<file path="config.mk">
export PLATFORM = sky130hd
export DESIGN_NAME = tafps_lane
export DESIGN_NICKNAME = d
export VERILOG_FILES = /design/src/rtl/tafps_pkg.sv /design/src/rtl/tafps_lane.sv
export SDC_FILE = /design/constraint.sdc
export NUM_CORES = 2
export LEC_CHECK = 0
export BUFFER_PORTS_ARGS = -buffer_cell sky130_fd_sc_hd__buf_2
export CORE_ASPECT_RATIO = 1.75
export CORE_MARGIN = 2
export CORE_UTILIZATION = 47
export CTS_CLUSTER_SIZE = 28
export DETAILED_ROUTE_END_ITERATION = 16
export GPL_ROUTABILITY_DRIVEN = 0
export PLACE_DENSITY = 0.72
export SETUP_SLACK_MARGIN = 0.2
export SYNTH_ARGS = -nofsm -noshare
export SYNTH_HDL_FRONTEND = slang
export SYNTH_SLANG_ARGS = --single-unit
</file>
<file path="constraint.sdc">
create_clock -name clk -period 10.36 [get_ports clk]
set_input_delay 1.554 -clock clk [delete_from_list [all_inputs] [get_ports clk]]
set_output_delay 1.554 -clock clk [all_outputs]
set_load 0.005 [all_outputs]
</file>
<file path="src/rtl/tafps_pkg.sv">
package tafps_pkg;

	// Default values of the top level's parameters.
	localparam int DEF_FILTER_TAPS = 4;
	localparam int DEF_SAMPLE_BITS = 12;
	localparam int DEF_DRIVE_LIMIT = 200;
	localparam int DEF_SERVO_SWING = 25;

	// Fixed field widths.
	localparam int IN_W      = 12;
	localparam int SERVO_W   = 12;
	localparam int POS_W     = 14;
	localparam int ERR_W     = 15;
	localparam int FILT_W    = 24;
	localparam int COEF_W    = 20;
	localparam int TARGET_W  = 12;
	localparam int GAIN_W    = 16;
	localparam int CENTER_W  = 12;
	localparam int CFG_IDX_W = 4;
	localparam int CFG_DAT_W = 16;

	// Saturation bounds of the filter output (Q16.8) and of the position.
	localparam int FLT_MAX = 8388607;
	localparam int FLT_MIN = -8388608;
	localparam int POS_MAX = 8191;
	localparam int POS_MIN = -8192;
	localparam int SERVO_MAX = 4095;

	// Rounding offset applied before dropping 16 fraction bits.
	localparam int RND_HALF = 32768;

	// Configuration register indexes.
	localparam logic [CFG_IDX_W-1:0] REG_TARGET_X       = 4'd0;
	localparam logic [CFG_IDX_W-1:0] REG_TARGET_Y       = 4'd1;
	localparam logic [CFG_IDX_W-1:0] REG_PROP_GAIN_X    = 4'd2;
	localparam logic [CFG_IDX_W-1:0] REG_DERIV_GAIN_X   = 4'd3;
	localparam logic [CFG_IDX_W-1:0] REG_PROP_GAIN_Y    = 4'd4;
	localparam logic [CFG_IDX_W-1:0] REG_DERIV_GAIN_Y   = 4'd5;
	localparam logic [CFG_IDX_W-1:0] REG_SERVO_CENTER_X = 4'd6;
	localparam logic [CFG_IDX_W-1:0] REG_SERVO_CENTER_Y = 4'd7;

	// Register values after reset.
	localparam logic [TARGET_W-1:0] RST_TARGET_X       = 12'd1600;
	localparam logic [TARGET_W-1:0] RST_TARGET_Y       = 12'd1520;
	localparam logic [GAIN_W-1:0]   RST_PROP_GAIN_X    = 16'd205;
	localparam logic [GAIN_W-1:0]   RST_DERIV_GAIN_X   = 16'd8192;
	localparam logic [GAIN_W-1:0]   RST_PROP_GAIN_Y    = 16'd123;
	localparam logic [GAIN_W-1:0]   RST_DERIV_GAIN_Y   = 16'd4096;
	localparam logic [CENTER_W-1:0] RST_SERVO_CENTER_X = 12'd3665;
	localparam logic [CENTER_W-1:0] RST_SERVO_CENTER_Y = 12'd3670;

	typedef struct packed {
		logic [TARGET_W-1:0] target;
		logic [GAIN_W-1:0]   kp;
		logic [GAIN_W-1:0]   kd;
		logic [CENTER_W-1:0] center;
	} axis_cfg_t;

	typedef struct packed {
		logic [SERVO_W-1:0]      servo;
		logic signed [POS_W-1:0] filtered;
	} lane_res_t;

	// Feed-forward coefficients of the Butterworth section, signed Q3.16.
	function automatic logic signed [COEF_W-1:0] coef_b(input logic [2:0] idx);
		logic signed [COEF_W-1:0] c;
		unique case (idx)
			3'd0:    c = 20'sd4388;
			3'd1:    c = 20'sd13164;
			3'd2:    c = 20'sd13164;
			3'd3:    c = 20'sd4388;
			default: c = '0;
		endcase
		return c;
	endfunction

	// Feedback coefficients, signed Q3.16. The leading one is implicit.
	function automatic logic signed [COEF_W-1:0] coef_a(input logic [2:0] idx);
		logic signed [COEF_W-1:0] c;
		unique case (idx)
			3'd1:    c = -20'sd60733;
			3'd2:    c = 20'sd36876;
			3'd3:    c = -20'sd6574;
			default: c = '0;
		endcase
		return c;
	endfunction

endpackage

</file>
<file path="src/rtl/tafps_lane.sv">
module tafps_lane #(
	parameter int FILTER_TAPS = tafps_pkg::DEF_FILTER_TAPS,
	parameter int SAMPLE_BITS = tafps_pkg::DEF_SAMPLE_BITS,
	parameter int DRIVE_LIMIT = tafps_pkg::DEF_DRIVE_LIMIT,
	parameter int SERVO_SWING = tafps_pkg::DEF_SERVO_SWING
) (
	input  logic                   clk,
	input  logic                   arst_n,
	input  logic                   start,
	input  logic [SAMPLE_BITS-1:0] sample,
	input  tafps_pkg::axis_cfg_t   cfg,
	input  logic                   ack,
	output logic                   done,
	output tafps_pkg::lane_res_t   res
);

	localparam int KW     = $clog2(FILTER_TAPS);
	localparam int FW     = tafps_pkg::FILT_W;
	localparam int CW     = tafps_pkg::COEF_W;
	localparam int PB_W   = CW + SAMPLE_BITS + 1;
	localparam int PA_W   = CW + FW;
	localparam int ACC_W  = ((PB_W + 8 > PA_W) ? PB_W + 8 : PA_W) + 5;
	localparam int PW     = tafps_pkg::POS_W;
	localparam int EW     = tafps_pkg::ERR_W;
	localparam int GW     = tafps_pkg::GAIN_W;
	localparam int PK_W   = GW + 1 + EW;
	localparam int DK_W   = GW + 1 + EW + 1;
	localparam int SUM_W  = DK_W + 2;
	localparam int DRV_W  = $clog2(DRIVE_LIMIT + 1) + 1;
	localparam int SV_W   = tafps_pkg::SERVO_W + 2;
	localparam int DCL_W  = 13;
	localparam logic signed [SUM_W-1:0] DL_S = SUM_W'(DRIVE_LIMIT);
	localparam logic signed [DCL_W-1:0] SW_S = DCL_W'(SERVO_SWING);

	typedef enum logic [9:0] {
		ST_IDLE  = 10'b0000000001,
		ST_MAC   = 10'b0000000010,
		ST_DRAIN = 10'b0000000100,
		ST_FILT  = 10'b0000001000,
		ST_POSN  = 10'b0000010000,
		ST_PDMUL = 10'b0000100000,
		ST_PDSUM = 10'b0001000000,
		ST_DRIVE = 10'b0010000000,
		ST_SERVO = 10'b0100000000,
		ST_DONE  = 10'b1000000000
	} state_t;

	state_t state_q;
	logic [KW-1:0] k_q;
	logic prod_vld_q;

	logic [SAMPLE_BITS-1:0] sample_q;
	logic [SAMPLE_BITS-1:0] raw_hist_q [1:FILTER_TAPS-1];
	logic signed [FW-1:0] flt_hist_q [1:FILTER_TAPS-1];
	logic signed [EW-1:0] last_e_q;

	logic signed [PB_W-1:0] prod_b_q;
	logic signed [PA_W-1:0] prod_a_q;
	logic signed [ACC_W-1:0] acc_q;
	logic signed [FW-1:0] y_q;
	logic signed [PW-1:0] pos_q;
	logic signed [EW-1:0] e_q;
	logic signed [EW:0] de_q;
	logic signed [PK_W-1:0] pk_q;
	logic signed [DK_W-1:0] dk_q;
	logic signed [SUM_W-1:0] neg_q;
	logic signed [DRV_W-1:0] drive_q;
	logic [tafps_pkg::SERVO_W-1:0] servo_q;

	logic [SAMPLE_BITS-1:0] raw_sel;
	logic signed [FW-1:0] flt_sel;
	logic k_last;
	logic signed [ACC_W-1:0] acc_rnd, acc_sh;
	logic signed [FW-1:0] y_sat;
	logic signed [15:0] y_div;
	logic signed [PW-1:0] pos_c;
	logic signed [EW-1:0] e_c;
	logic signed [SUM_W-1:0] q_div;
	logic signed [DRV_W-1:0] drive_c;
	logic signed [DCL_W-1:0] d13, dcl;
	logic signed [SV_W-1:0] sv;
	logic [tafps_pkg::SERVO_W-1:0] servo_c;

	assign k_last = (k_q == KW'(FILTER_TAPS - 1));

	// Tap zero is the new sample; its feedback term has no coefficient.
	always_comb begin
		raw_sel = sample_q;
		flt_sel = '0;
		for (int i = 1; i < FILTER_TAPS; i++) begin
			if (k_q == KW'(i)) begin
				raw_sel = raw_hist_q[i];
				flt_sel = flt_hist_q[i];
			end
		end
	end

	always_comb begin
		acc_rnd = acc_q + ACC_W'(tafps_pkg::RND_HALF);
		acc_sh = acc_rnd >>> 16;
		if (acc_sh > ACC_W'(tafps_pkg::FLT_MAX)) begin
			y_sat = FW'(tafps_pkg::FLT_MAX);
		end else if (acc_sh < ACC_W'(tafps_pkg::FLT_MIN)) begin
			y_sat = FW'(tafps_pkg::FLT_MIN);
		end else begin
			y_sat = acc_sh[FW-1:0];
		end
	end

	// Position is the Q16.8 output divided by 256, rounded toward zero.
	always_comb begin
		y_div = $signed(y_q[FW-1:8]) + $signed({15'b0, (y_q[FW-1] && (y_q[7:0] != '0))});
		if (y_div > 16'(tafps_pkg::POS_MAX)) begin
			pos_c = PW'(tafps_pkg::POS_MAX);
		end else if (y_div < 16'(tafps_pkg::POS_MIN)) begin
			pos_c = PW'(tafps_pkg::POS_MIN);
		end else begin
			pos_c = y_div[PW-1:0];
		end
		e_c = EW'(pos_c) - $signed({3'b0, cfg.target});
	end

	always_comb begin
		q_div = (neg_q >>> 12) + $signed({{(SUM_W-1){1'b0}}, (neg_q[SUM_W-1] && (neg_q[11:0] != '0))});
		if (q_div > DL_S) begin
			drive_c = DRV_W'(DRIVE_LIMIT);
		end else if (q_div < -DL_S) begin
			drive_c = -DRV_W'(DRIVE_LIMIT);
		end else begin
			drive_c = q_div[DRV_W-1:0];
		end
	end

	always_comb begin
		d13 = DCL_W'(drive_q);
		if (d13 > SW_S) begin
			dcl = SW_S;
		end else if (d13 < -SW_S) begin
			dcl = -SW_S;
		end else begin
			dcl = d13;
		end
		sv = $signed({2'b0, cfg.center}) - SV_W'(dcl);
		if (sv < 0) begin
			servo_c = '0;
		end else if (sv > SV_W'(tafps_pkg::SERVO_MAX)) begin
			servo_c = tafps_pkg::SERVO_W'(tafps_pkg::SERVO_MAX);
		end else begin
			servo_c = sv[tafps_pkg::SERVO_W-1:0];
		end
	end

	always_ff @(posedge clk or negedge arst_n) begin
		if (!arst_n) begin
			state_q <= ST_IDLE;
			k_q <= '0;
			prod_vld_q <= 1'b0;
			last_e_q <= '0;
			for (int i = 1; i < FILTER_TAPS; i++) begin
				raw_hist_q[i] <= '0;
				flt_hist_q[i] <= '0;
			end
		end else begin
			prod_vld_q <= (state_q == ST_MAC);
			unique case (state_q)
				ST_IDLE: begin
					k_q <= '0;
					if (start) begin
						state_q <= ST_MAC;
					end
				end
				ST_MAC: begin
					k_q <= k_q + KW'(1);
					if (k_last) begin
						state_q <= ST_DRAIN;
					end
				end
				ST_DRAIN: state_q <= ST_FILT;
				ST_FILT: begin
					raw_hist_q[1] <= sample_q;
					flt_hist_q[1] <= y_sat;
					for (int i = 2; i < FILTER_TAPS; i++) begin
						raw_hist_q[i] <= raw_hist_q[i-1];
						flt_hist_q[i] <= flt_hist_q[i-1];
					end
					state_q <= ST_POSN;
				end
				ST_POSN: begin
					last_e_q <= e_c;
					state_q <= ST_PDMUL;
				end
				ST_PDMUL: state_q <= ST_PDSUM;
				ST_PDSUM: state_q <= ST_DRIVE;
				ST_DRIVE: state_q <= ST_SERVO;
				ST_SERVO: state_q <= ST_DONE;
				ST_DONE: begin
					if (ack) begin
						state_q <= ST_IDLE;
					end
				end
				default: state_q <= ST_IDLE;
			endcase
		end
	end

	always_ff @(posedge clk) begin
		if (state_q == ST_IDLE && start) begin
			sample_q <= sample;
			acc_q <= '0;
		end else if (prod_vld_q) begin
			acc_q <= acc_q + (ACC_W'(prod_b_q) <<< 8) - ACC_W'(prod_a_q);
		end
		prod_b_q <= tafps_pkg::coef_b(3'(k_q)) * $signed({1'b0, raw_sel});
		prod_a_q <= tafps_pkg::coef_a(3'(k_q)) * flt_sel;
		if (state_q == ST_FILT) begin
			y_q <= y_sat;
		end
		if (state_q == ST_POSN) begin
			pos_q <= pos_c;
			e_q <= e_c;
			de_q <= (EW+1)'(e_c) - (EW+1)'(last_e_q);
		end
		if (state_q == ST_PDMUL) begin
			pk_q <= $signed({1'b0, cfg.kp}) * e_q;
			dk_q <= $signed({1'b0, cfg.kd}) * de_q;
		end
		if (state_q == ST_PDSUM) begin
			neg_q <= -SUM_W'(pk_q) - SUM_W'(dk_q);
		end
		if (state_q == ST_DRIVE) begin
			drive_q <= drive_c;
		end
		if (state_q == ST_SERVO) begin
			servo_q <= servo_c;
		end
	end

	assign done = (state_q == ST_DONE);
	assign res.servo = servo_q;
	assign res.filtered = pos_q;

endmodule

</file>
==> impl_metrics.ini <==
[status]
status = complete, no violations

[global_routing]
antenna_found_initial = 4
overflow = 0
gr-usage-all-layers_pct = 25.37
grt_pass1_vias = 47550
grt_max_degree = 84
grt_pass1_wl_mm = 253.6

[cts]
post_cts_buffers = 0
cts_resized = 0
cts_made_buffers = 50
cts.htree.levels = 2
cts.clk_slew.worst_paths_ns = 0.06
cts_tree = built
cts_sinks = 457
hold_buffers = 0
clockBufferDepth = 3
root_buffer = clkbuf_16
clock_latency_ns = 0.67

[worst_setup_path]
path_max_fanout = 27
critical_path_class = reg2reg
slowest_delay_ns = 0.69
required_ns = 10.89
start_kind = register
cp.arrival_ns = 10.10
cp-end-kind = register
cp_slowest_cell = o21ai_1

[timing]
drv_slew = 0
hold_viol_final = 0
clock_skew_ns = 0.08310
fin_crit_ns = 9.564
maxSlewHeadroom_pct = 12.60
setup_tns_ns = 0
fmax_mhz = 104.6
min_period_over_period_pct = 92.32
rsz0062_at_grt = no
fin_ws_ns = 0.7956
setup-violations-final = 0
worst_pin_slew_ns = 1.311

[logic_synthesis]
synth.avg_cell_area_um2 = 9.369
syn_area_um2 = 59580
ys_seq_area_share_pct = 19.89
synth_edf_count = 202
synth_seq_cells = 457
yosys_warnings = 0
synth-async-reset-ratio_pct = 29.76
synth_flop_cell = edfxtp_1
synth_nets = 7973
synth_cell_types = 97
netlist_instances = 6359

[floorplan]
rows = 172
boundaryPins = 99
dieArea_um2 = 129700
core-area_um2 = 125700
die_y_um = 475.0
start_util_pct = 47.40
die_w_um = 273.1

[place]
post-place-ws_ns = 1.142
dpl_cell_area_um2 = 61810
port_buffers = 98
hpwl_mm = 130.0

[routing]
drt_iter0_drc = 2473
drtPass1Iterations = 5
drc_errors = 0
routedWlPerCell_um = 19.80
drt-total-wl_mm = 160.0
vias_per_cell = 5.436
final_antenna_net_count = 0
vias = 43940

[flow_run]
cap_viol_max_count = 0

[pwr]
p_leak_nw = 32.54
cellPowerDensity_nw_per_um2 = 322.4
vdd_drop_max_mv = 0.5500

[final_layout]
nets = 8002
syn2layout_area_growth_pct = 6.609
fin_area_um2 = 63520
drive_gt1_share_pct = 4.806

[min_path]
hold_class = reg2reg
[through the flow]
step / std cells / hold WS, ns / utilization, % / power [mW]
6_report: 8084 / 0.4637 / 50.54 / 20.48
5_1_grt: 8083 / 0.4811 / 50.54 / 22.64
4_1_cts: 8083 / 0.4664 / 50.54 / 20.53
3_5_place_dp: 7989 / 0.4514 / 49.18 / 18.53
3_3_place_gp: 7989 / 0.4419 / 49.18 / 18.06
2_1_floorplan: 6359 / 0.4311 / - / 14.95
[worst max-delay path, delay by kind of cell (launching register included)]
family	cells	cell delay [ns]
XOR/XNOR	1	0.13
AND/OR/NAND/NOR	5	1.10
AO/OA/AOI/OAI	9	2.65
flip-flops	1	0.49
buffers and inverters	7	0.81
adder cells (fa/ha/maj)	9	4.25
[cells in the final DEF, fill, tap and decap left out, drive strengths merged, types with 10 or more instances in the layout]
master	synthesis	final
a211oi	43	43
dfxtp	119	119
o21bai	35	35
clkbuf	137	60
a31oi	22	22
nand2b	49	49
or3	14	14
fa	858	858
a21oi	226	226
a21boi	15	15
and3	41	41
nor3	57	57
edfxtp	202	202
buf	15	129
nand4	32	32
xor2	71	71
nand2	740	740
ha	684	684
or2	14	14
inv	1407	1412
o21a	39	39
nor2	251	251
mux2i	39	39
and2	297	297
o211ai	10	10
xnor2	197	197
clkinv	1	18
nor3b	19	19
o31ai	28	28
nand3	65	65
a21o	95	95
o21ai	200	200
nor2b	59	59
mux2	24	24
nor4	18	18
dfrtp	135	135
[registers in the layout, indices dropped and copies added, names as in the netlist, 16 cells and up]
register,cells
acc_q,49
de_q,16
dk_q,33
flt_hist_q,72
neg_q,35
pk_q,32
prod_a_q,44
prod_b_q,26
raw_hist_q,36
y_q,24
[Yosys cell counts, drive strengths merged (49+ instances only)]
master / instances / area share [%]
inv: 1407 / 8.9
fa: 858 / 29
nand2: 740 / 4.7
ha: 684 / 14
and2: 297 / 3.1
nor2: 251 / 1.6
a21oi: 226 / 1.9
edfxtp: 202 / 10
o21ai: 200 / 1.8
xnor2: 197 / 2.9
clkbuf: 137 / 0.86
dfrtp: 135 / 5.7
dfxtp: 119 / 4.0
a21o: 95 / 1.2
xor2: 71 / 1.0
nand3: 65 / 0.55
nor2b: 59 / 0.62
nor3: 57 / 0.52
nand2b: 49 / 0.51
[layer usage]
| metal | vias to the layer above | GRT usage, % | wire (um) |
|---|---|---|---|
| li1 | 20050 | - | - |
| met2 | 1392 | 47.03 | 84370 |
| met3 | 692 | 3.591 | 7857 |
| met4 | 6 | 21.60 | 16600 |
| met5 | - | 0 | 36 |
| met1 | 21800 | 24.40 | 51160 |
[cell families after synthesis]
family	Yosys count	synth area share, %
simple gates	1673	13.34
buf+inv	1560	9.891
flops	457	19.89
fa+ha+maj	1544	43.23
compound gates	794	8.600
mux	63	1.109
xor+xnor	268	3.940
[worst paths after layout]
path                                startpoint              to  slack, ns  depth (start not counted)
worst max-delay path                    k_q[0]    prod_a_q[43]       0.80                         31
worst max register to register          k_q[0]    prod_a_q[43]       0.80                         31
max in group asynchronous               arst_n      prod_vld_q       7.85                          2
min in group asynchronous               arst_n  raw_hist_q[18]       0.90                          1
worst min register to register  raw_hist_q[11]  raw_hist_q[11]       0.46                          2
worst min-delay path            raw_hist_q[11]  raw_hist_q[11]       0.46                          2
[final cells by class]
class	count	area (um2)
multi-input combinational	4342	41870
timing repair buffer	129	729.5
clock buffer	60	1309
fill	11450	62160
tap	1653	2068
sequential	457	11850
clock inverter	34	395.4
antenna	1	2.502
inverter	1408	5285
[power breakdown]
group | internal [mW] | leakage [nW] | switching [mW]
registers | 2.67 | 4.58 | 0.348
logic | 6.66 | 27.1 | 8.94
clock network | 1.04 | 0.812 | 0.826
Note: power is estimated with default switching activity, not from simulation.
